<file path="src/sv/ps_pkg.sv">
// Shared constants for the prime sieve block.
package ps_pkg;

    // Fixed widths of the request and result fields
    localparam int LIMIT_W = 9;
    localparam int VALUE_W = 8;

    // Smallest prime; entries below it are never candidates
    localparam int FIRST_PRIME = 2;

endpackage

</file>
<file path="src/sv/ps_in_if.sv">
// Request channel carrying the exclusive upper limit.
interface ps_in_if;

    logic                         valid;
    logic                         ready;
    logic [ps_pkg::LIMIT_W-1:0]   limit;

    modport source (output valid, output limit, input ready);
    modport sink   (input valid, input limit, output ready);

endinterface

</file>
<file path="src/sv/ps_out_if.sv">
// Result channel carrying the primes of each request, one prime per handshake.
interface ps_out_if;

    logic                         valid;
    logic                         ready;
    logic [ps_pkg::VALUE_W-1:0]   prime_value;
    logic                         found;
    logic                         last;

    modport source (output valid, output prime_value, output found, output last, input ready);
    modport sink   (input valid, input prime_value, input found, input last, output ready);

endinterface

</file>
<file path="src/sv/ps_map.sv">
// Candidate bitmap: one write port, one read port with registered data.
module ps_map #(
    parameter int DEPTH = 256,
    parameter int AW    = 8
) (
    input  logic          clk,
    input  logic          wr_en,
    input  logic [AW-1:0] wr_addr,
    input  logic          wr_data,
    input  logic          rd_en,
    input  logic [AW-1:0] rd_addr,
    output logic          rd_data
);

    logic mem [DEPTH];

    always_ff @(posedge clk)
    begin
        if (wr_en)
        begin
            mem[wr_addr] <= wr_data;
        end
    end

    always_ff @(posedge clk)
    begin
        if (rd_en)
        begin
            rd_data <= mem[rd_addr];
        end
    end

endmodule

</file>
<file path="src/sv/ps_alu.sv">
// Shared step unit: add two indices and compare the sum against the bound.
module ps_alu #(
    parameter int LW = 9
) (
    input  logic [LW-1:0] a,
    input  logic [LW-1:0] b,
    input  logic [LW-1:0] bound,
    output logic [LW-1:0] sum,
    output logic          lt
);

    logic [LW:0] wide;

    assign wide = {1'b0, a} + {1'b0, b};
    assign sum  = wide[LW-1:0];
    assign lt   = wide < {1'b0, bound};

endmodule

</file>
<file path="src/sv/prime_sieve_core.sv">
// Prime sieve top level: sequencer around the bitmap and the shared step unit.
//
// Usage
//   limit_ch : request channel; each request carries an exclusive upper limit.
//              Limits above MAX_LIMIT are treated as MAX_LIMIT.
//   prime_ch : result channel; one result per prime below the limit, in
//              ascending order, with last set on the final one. A limit of two
//              or less yields a single result with found clear and last set.
//   A request is taken only while the block is idle; ready stays low from
//   acceptance until the final result has been loaded into the output register.
//   Clearing, striking and scanning take turns on the single bitmap port
//   pair and the one adder/comparator that every step of them uses.
//   When the receiver stalls, the output register holds its result and the
//   scan waits on the next prime it finds, so nothing is lost or repeated.
//   Reset clears the sequencer and output valid only; the bitmap needs no
//   clearing since each request rewrites every entry it later reads.
module prime_sieve_core #(
    parameter int MAX_LIMIT = 256
) (
    input  logic            clk,
    input  logic            rst_n,
    ps_in_if.sink           limit_ch,
    ps_out_if.source        prime_ch
);

    localparam int AW = $clog2(MAX_LIMIT);
    localparam int LW = $clog2(MAX_LIMIT + 1);

    typedef enum logic [3:0] {
        IDLE,
        CLEAR,
        SIEVE_RD,
        SIEVE_CHK,
        STRIKE,
        SIEVE_NEXT,
        SCAN_RD,
        SCAN_CHK,
        FLUSH
    } state_t;

    state_t                     state_reg;
    logic [LW-1:0]              lim_reg;
    logic [LW-1:0]              i_reg;
    logic [LW-1:0]              j_reg;
    logic [AW-1:0]              pend_reg;
    logic                       have_pend_reg;

    logic                       out_valid_reg;
    logic [ps_pkg::VALUE_W-1:0] out_value_reg;
    logic                       out_found_reg;
    logic                       out_last_reg;

    // Bitmap port controls
    logic                       wr_en;
    logic [AW-1:0]              wr_addr;
    logic                       wr_data;
    logic                       rd_en;
    logic                       rd_data;

    // Shared step unit
    logic [LW-1:0]              alu_a;
    logic [LW-1:0]              alu_b;
    logic [LW-1:0]              alu_sum;
    logic                       alu_lt;

    logic                       can_load;
    logic                       out_load;
    logic [LW-1:0]              lim_sat;

    // Saturate the requested limit to the bitmap depth
    assign lim_sat = (limit_ch.limit > ps_pkg::LIMIT_W'(MAX_LIMIT))
                   ? LW'(MAX_LIMIT) : LW'(limit_ch.limit);

    // The output register takes a new result once the old one has gone
    assign can_load = !out_valid_reg || prime_ch.ready;

    // Load a held prime when scanning finds the next one, or the final result
    assign out_load = can_load
                    && (((state_reg == SCAN_CHK) && rd_data && have_pend_reg)
                        || (state_reg == FLUSH));

    assign limit_ch.ready       = (state_reg == IDLE);
    assign prime_ch.valid       = out_valid_reg;
    assign prime_ch.prime_value = out_value_reg;
    assign prime_ch.found       = out_found_reg;
    assign prime_ch.last        = out_last_reg;

    always_comb
    begin
        wr_en   = (state_reg == CLEAR) || (state_reg == STRIKE);
        wr_addr = (state_reg == STRIKE) ? j_reg[AW-1:0] : i_reg[AW-1:0];
        // Clearing marks everything from the first prime upward; striking zeroes
        wr_data = (state_reg == CLEAR) && (i_reg >= LW'(ps_pkg::FIRST_PRIME));
        rd_en   = (state_reg == SIEVE_RD) || (state_reg == SCAN_RD);

        // Step j by i while striking or when starting from a live candidate,
        // otherwise advance i by one
        alu_a = (state_reg == STRIKE) ? j_reg : i_reg;
        if ((state_reg == STRIKE) || ((state_reg == SIEVE_CHK) && rd_data))
        begin
            alu_b = i_reg;
        end
        else
        begin
            alu_b = LW'(1);
        end
    end

    ps_map #(
        .DEPTH (MAX_LIMIT),
        .AW    (AW)
    ) u_map (
        .clk     (clk),
        .wr_en   (wr_en),
        .wr_addr (wr_addr),
        .wr_data (wr_data),
        .rd_en   (rd_en),
        .rd_addr (i_reg[AW-1:0]),
        .rd_data (rd_data)
    );

    ps_alu #(
        .LW (LW)
    ) u_alu (
        .a     (alu_a),
        .b     (alu_b),
        .bound (lim_reg),
        .sum   (alu_sum),
        .lt    (alu_lt)
    );

    always_ff @(posedge clk or negedge rst_n)
    begin
        if (!rst_n)
        begin
            state_reg     <= IDLE;
            have_pend_reg <= 1'b0;
            out_valid_reg <= 1'b0;
        end
        else
        begin
            // Raise valid on a new result; drop it once the receiver has taken it
            if (out_load)
            begin
                out_valid_reg <= 1'b1;
            end
            else if (prime_ch.ready)
            begin
                out_valid_reg <= 1'b0;
            end

            case (state_reg)
                IDLE:
                begin
                    if (limit_ch.valid)
                    begin
                        lim_reg       <= lim_sat;
                        i_reg         <= '0;
                        have_pend_reg <= 1'b0;
                        // No prime below the limit: go straight to the empty answer
                        if (lim_sat <= LW'(ps_pkg::FIRST_PRIME))
                        begin
                            state_reg <= FLUSH;
                        end
                        else
                        begin
                            state_reg <= CLEAR;
                        end
                    end
                end

                CLEAR:
                begin
                    if (alu_lt)
                    begin
                        i_reg <= alu_sum;
                    end
                    else
                    begin
                        i_reg     <= LW'(ps_pkg::FIRST_PRIME);
                        state_reg <= SIEVE_RD;
                    end
                end

                SIEVE_RD:
                begin
                    state_reg <= SIEVE_CHK;
                end

                SIEVE_CHK:
                begin
                    if (rd_data)
                    begin
                        if (alu_lt)
                        begin
                            j_reg     <= alu_sum;
                            state_reg <= STRIKE;
                        end
                        else
                        begin
                            // Twice this prime is past the limit; so is every later one
                            i_reg     <= LW'(ps_pkg::FIRST_PRIME);
                            state_reg <= SCAN_RD;
                        end
                    end
                    else if (alu_lt)
                    begin
                        i_reg     <= alu_sum;
                        state_reg <= SIEVE_RD;
                    end
                    else
                    begin
                        i_reg     <= LW'(ps_pkg::FIRST_PRIME);
                        state_reg <= SCAN_RD;
                    end
                end

                STRIKE:
                begin
                    if (alu_lt)
                    begin
                        j_reg <= alu_sum;
                    end
                    else
                    begin
                        state_reg <= SIEVE_NEXT;
                    end
                end

                SIEVE_NEXT:
                begin
                    if (alu_lt)
                    begin
                        i_reg     <= alu_sum;
                        state_reg <= SIEVE_RD;
                    end
                    else
                    begin
                        i_reg     <= LW'(ps_pkg::FIRST_PRIME);
                        state_reg <= SCAN_RD;
                    end
                end

                SCAN_RD:
                begin
                    state_reg <= SCAN_CHK;
                end

                SCAN_CHK:
                begin
                    // Hold on a new prime while the previous one cannot be sent
                    if (!(rd_data && have_pend_reg && !can_load))
                    begin
                        if (rd_data)
                        begin
                            if (have_pend_reg)
                            begin
                                out_value_reg <= ps_pkg::VALUE_W'(pend_reg);
                                out_found_reg <= 1'b1;
                                out_last_reg  <= 1'b0;
                            end
                            pend_reg      <= i_reg[AW-1:0];
                            have_pend_reg <= 1'b1;
                        end
                        if (alu_lt)
                        begin
                            i_reg     <= alu_sum;
                            state_reg <= SCAN_RD;
                        end
                        else
                        begin
                            state_reg <= FLUSH;
                        end
                    end
                end

                FLUSH:
                begin
                    // Send the held prime as the final result, or the empty answer
                    if (can_load)
                    begin
                        out_value_reg <= have_pend_reg ? ps_pkg::VALUE_W'(pend_reg) : '0;
                        out_found_reg <= have_pend_reg;
                        out_last_reg  <= 1'b1;
                        state_reg     <= IDLE;
                    end
                end

                default:
                begin
                    state_reg <= IDLE;
                end
            endcase
        end
    end

endmodule
</file>
<file path="src/flat_wrapper.sv">
// flat-port wrapper written by rule: the top's interface ports become plain ports
module prime_sieve_core_flat 
#(
    parameter int MAX_LIMIT = 256
)
  (clk, rst_n, limit_ch_valid, limit_ch_limit, limit_ch_ready, prime_ch_valid, prime_ch_prime_value, prime_ch_found, prime_ch_last, prime_ch_ready);
  ps_in_if limit_ch_i ();
  ps_out_if prime_ch_i ();
  input  logic clk;
  input  logic rst_n;
  input wire logic [$bits(limit_ch_i.valid)-1:0] limit_ch_valid;
  input wire logic [$bits(limit_ch_i.limit)-1:0] limit_ch_limit;
  output wire logic [$bits(limit_ch_i.ready)-1:0] limit_ch_ready;
  output wire logic [$bits(prime_ch_i.valid)-1:0] prime_ch_valid;
  output wire logic [$bits(prime_ch_i.prime_value)-1:0] prime_ch_prime_value;
  output wire logic [$bits(prime_ch_i.found)-1:0] prime_ch_found;
  output wire logic [$bits(prime_ch_i.last)-1:0] prime_ch_last;
  input wire logic [$bits(prime_ch_i.ready)-1:0] prime_ch_ready;
  assign limit_ch_i.valid = limit_ch_valid;
  assign limit_ch_i.limit = limit_ch_limit;
  assign limit_ch_ready = limit_ch_i.ready;
  assign prime_ch_valid = prime_ch_i.valid;
  assign prime_ch_prime_value = prime_ch_i.prime_value;
  assign prime_ch_found = prime_ch_i.found;
  assign prime_ch_last = prime_ch_i.last;
  assign prime_ch_i.ready = prime_ch_ready;
  prime_sieve_core #(.MAX_LIMIT(MAX_LIMIT)) u_core (.clk(clk), .rst_n(rst_n), .limit_ch(limit_ch_i), .prime_ch(prime_ch_i));
endmodule
</file>
<file path="config.mk">
export PLATFORM = sky130hd
export DESIGN_NAME = prime_sieve_core_flat
export DESIGN_NICKNAME = d
export VERILOG_FILES = /design/src/sv/ps_pkg.sv /design/src/sv/ps_in_if.sv /design/src/sv/ps_out_if.sv /design/src/sv/ps_map.sv /design/src/sv/ps_alu.sv /design/src/sv/prime_sieve_core.sv /design/src/flat_wrapper.sv
export SDC_FILE = /design/constraint.sdc
export NUM_CORES = 1
export LEC_CHECK = 0
export BUFFER_PORTS_ARGS = -buffer_cell sky130_fd_sc_hd__buf_2
export CORE_MARGIN = 1.5
export CORE_UTILIZATION = 45
export CTS_BUF_LIST = sky130_fd_sc_hd__clkbuf_16
export DETAILED_ROUTE_END_ITERATION = 8
export MAX_ROUTING_LAYER = met4
export SLEW_MARGIN = 15
export SYNTH_ARGS = -nofsm -noshare
export SYNTH_HDL_FRONTEND = slang
export SYNTH_HIERARCHICAL = 1
export SYNTH_SLANG_ARGS = --single-unit
</file>
<file path="constraint.sdc">
create_clock -name clk -period 32.3 [get_ports clk]
set_input_delay 4.845 -clock clk [delete_from_list [all_inputs] [get_ports clk]]
set_output_delay 4.845 -clock clk [all_outputs]
set_load 0.02 [all_outputs]
</file>
==> impl_metrics.json <==
{
  "placed_cell_area_sq_um": 14500,
  "postCtsSetupRepairBufs": 0,
  "start_util": 0.458,
  "drive_gt1_frac": 0.136,
  "rows": 64,
  "p_sw_mw": 0.514,
  "yosysWarnings": 6,
  "drt-vias-per-instance": 5.81,
  "fillers": 2665,
  "status": "finished, final reports clean",
  "skew_ps": 22.8,
  "cpMaxStageDelayCell": "dfrtp_1",
  "p_int_mw": 0.909,
  "maxSlewViolCount": 0,
  "power_mw": 1.42,
  "holdBufCountCts": 0,
  "syn_nets": 1070,
  "synth_compound_area_frac": 0.0477,
  "coreArea_sq_um": 30700,
  "synth_top_family_by_area": "simple AND/OR/NAND/NOR gates",
  "ant_nets": 0,
  "grt_max_degree": 257,
  "setup_tns_ps": 0,
  "area_delta_synth_final_pct": 10.2,
  "fmax_ghz": 0.151,
  "period_share": 0.206,
  "synthArstFlopShare": 0.0195,
  "portBuffers": 24,
  "crit_chain": "nor4_4, buf_2",
  "finalHoldViolCount": 0,
  "cts_root_buffer": "clkbuf_16",
  "synth_edf_count": 302,
  "synth_area_sq_um": 14100,
  "first_global_vias": 8448,
  "hpwl_mm": 18.3,
  "ctsResizeCount": 0,
  "synthMuxAreaShare": 0.112,
  "path_buf_inv": 1,
  "synth_xor_area_frac": 0.00498,
  "synthAdderAreaFrac": 0.0174,
  "ioPinCount": 25,
  "top_usage_layer": "met2",
  "slowest_delay_ps": 590,
  "synth.distinct_cells": 63,
  "route.vias.total": 8499,
  "use_met2": 0.328,
  "post-route-min-period_ps": 6640,
  "max_slew_margin": 0.179,
  "place_congestion": 0.771,
  "p_clk_frac": 0.256,
  "critPathLaunchType": "flip-flop",
  "clk_latency_ps": 520,
  "avgSynthCellArea_sq_um": 13.5,
  "cts.clk_slew.worst_paths_ps": 60,
  "routed_wl_mm": 32.8,
  "largest_reg_flops": 256,
  "cap_violations": 0,
  "die_y_um": 180,
  "wl_per_cell_um": 22.4,
  "cp_top_family": "flip-flops",
  "globalRoute.totalOverflow": 0,
  "drc": 0,
  "seq_area_frac_synth": 0.656,
  "synth.ff_latch_count": 308,
  "seq_power_share": 0.380,
  "cts_sinks": 308,
  "grt_pass1_wl_mm": 50.3,
  "cts_buffer_depth": 3,
  "path_max_fanout": 18,
  "worst_pin_slew_ps": 1230,
  "path_class": "flip-flop to primary output",
  "cp_data_required_time_ps": 27450,
  "p_comb_frac": 0.364,
  "antenna_found_initial": 0,
  "grt_use_total": 0.210,
  "cellLeakagePower_nw": 5.03,
  "synthCells": 1038,
  "fin_area_sq_um": 15500,
  "synthFlopType": "edfxtp_1",
  "end_kind": "primary output",
  "peakVddDrop_mv": 0.0707,
  "numCtsBuffers": 34,
  "top_register": "u_core/u_map/mem",
  "drt_pass1_iterations": 5,
  "fp.dieW_um": 180,
  "switching_share": 0.361,
  "finalSetupViolations": 0,
  "tritoncts": "built",
  "first_iter_violations": 871,
  "use_met1": 0.284,
  "nets": 1077,
  "grt_util_met3": 0.0383,
  "antenna_cells": 0,
  "h-tree-depth": 2,
  "rsz0062_at_grt": "false",
  "synthSimpleGateAreaFrac": 0.135,
  "p_per_area_nw_per_um2": 91.9,
  "arrival_ps": 1800,
  "dieArea_sq_um": 32300,
  "hold_class": "flip-flop to flip-flop"
}
==> cell usage in the layout, fill, tap and decap left out, drive strengths merged, types with 3 or more instances in the layout <==
master | Yosys | layout
nand3 | 21 | 21
nor2b | 27 | 27
a31oi | 3 | 3
mux2 | 10 | 10
mux4 | 42 | 42
dfrtp | 6 | 6
xor2 | 4 | 4
nand2 | 31 | 31
mux2i | 51 | 51
o21a | 4 | 4
a22oi | 9 | 9
nand2b | 7 | 7
and3 | 5 | 5
nor2 | 279 | 279
nor4 | 10 | 10
ha | 18 | 18
clkinv | 0 | 9
clkbuf | 40 | 35
a22o | 6 | 6
nand4 | 3 | 3
a211oi | 3 | 3
o21ai | 11 | 11
xnor2 | 4 | 4
edfxtp | 302 | 302
a2111oi | 3 | 3
o22ai | 24 | 24
and2 | 16 | 16
and3b | 3 | 3
buf | 24 | 35
inv | 17 | 29
a21oi | 17 | 17
nand3b | 5 | 5
nor3 | 6 | 6
==> metrics by stage <==
stage | setup slack (ps) | hold WS, ps | util | std cells
2_1_floorplan | 5180 | 478 | - | 1038
3_3_place_gp | 26080 | 532 | 0.471 | 1405
3_5_place_dp | 26070 | 528 | 0.471 | 1405
4_1_cts | 25630 | 543 | 0.505 | 1464
5_1_grt | 25550 | 559 | 0.505 | 1464
6_report | 25660 | 537 | 0.505 | 1464
==> kinds of logic (layout without fill, tap and decap cells) <==
kind of cell | count (synthesis) | in the layout
AOI/OAI and AO/OA | 96 | 96
xor gates and xnor gates | 8 | 8
adders and majority gates | 19 | 19
buffers and inverters | 81 | 111
DFF | 308 | 308
muxes | 103 | 103
and+or+nand+nor | 423 | 423
==> power groups by stage <==
stage	Sequential [mW]	Clock [mW]	Combinational, mW
CTS	0.538	0.371	0.521
floorplan	0.592	0	0.378
global route	0.541	0.386	0.565
finish	0.540	0.365	0.518
detailed placement	0.547	0	0.519
global placement	0.546	0	0.513
==> cell type report <==
cell class / count / area, sq um / share of cell area
Tap cell: 396 / 495 / 0.0320
Inverter: 17 / 63.8 / 0.00412
Clock buffer: 35 / 876 / 0.0565
Clock inverter: 24 / 160 / 0.0103
Timing Repair Buffer: 35 / 215 / 0.0139
Sequential cell: 308 / 9220 / 0.595
Multi-Input combinational cell: 649 / 4460 / 0.288
==> worst paths after layout <==
kind                                          start                              to  slack, ps  cells past startpoint
worst max-delay path            u_core/state_reg[1]                  limit_ch_ready      25660                      2
worst min-delay path             u_core/pend_reg[1]  u_core/prime_ch.prime_value[1]        540                      1
worst max register to register  u_core/state_reg[2]                 u_core/i_reg[6]      26460                     18
worst min register to register   u_core/pend_reg[1]  u_core/prime_ch.prime_value[1]        540                      1
max in group asynchronous                     rst_n           u_core/prime_ch.valid      27940                      1
min in group asynchronous                     rst_n             u_core/state_reg[0]       4180                      1
==> routing by layer <==
layer  part of all wire  up-vias  wire length [um]
met1               0.45     4354             14600
met3              0.066       46              2160
li1                   -     3850                 -
met5                  0        -                 0
met2               0.47      249             15400
met4              0.018        0               592
==> synthesized netlist by cell type, drive strengths merged, types with 6 or more instances <==
master | number | area, sq um
edfxtp | 302 | 9070
nor2 | 279 | 1050
mux2i | 51 | 510
mux4 | 42 | 946
clkbuf | 40 | 150
nand2 | 31 | 116
nor2b | 27 | 169
buf | 24 | 168
o22ai | 24 | 150
nand3 | 21 | 110
ha | 18 | 225
a21oi | 17 | 96.4
inv | 17 | 63.8
and2 | 16 | 100
o21ai | 11 | 55.1
mux2 | 10 | 113
nor4 | 10 | 77.6
a22oi | 9 | 67.6
nand2b | 7 | 43.8
a22o | 6 | 52.6
dfrtp | 6 | 150
nor3 | 6 | 35.0
Note: power is estimated with default switching activity, not from simulation.
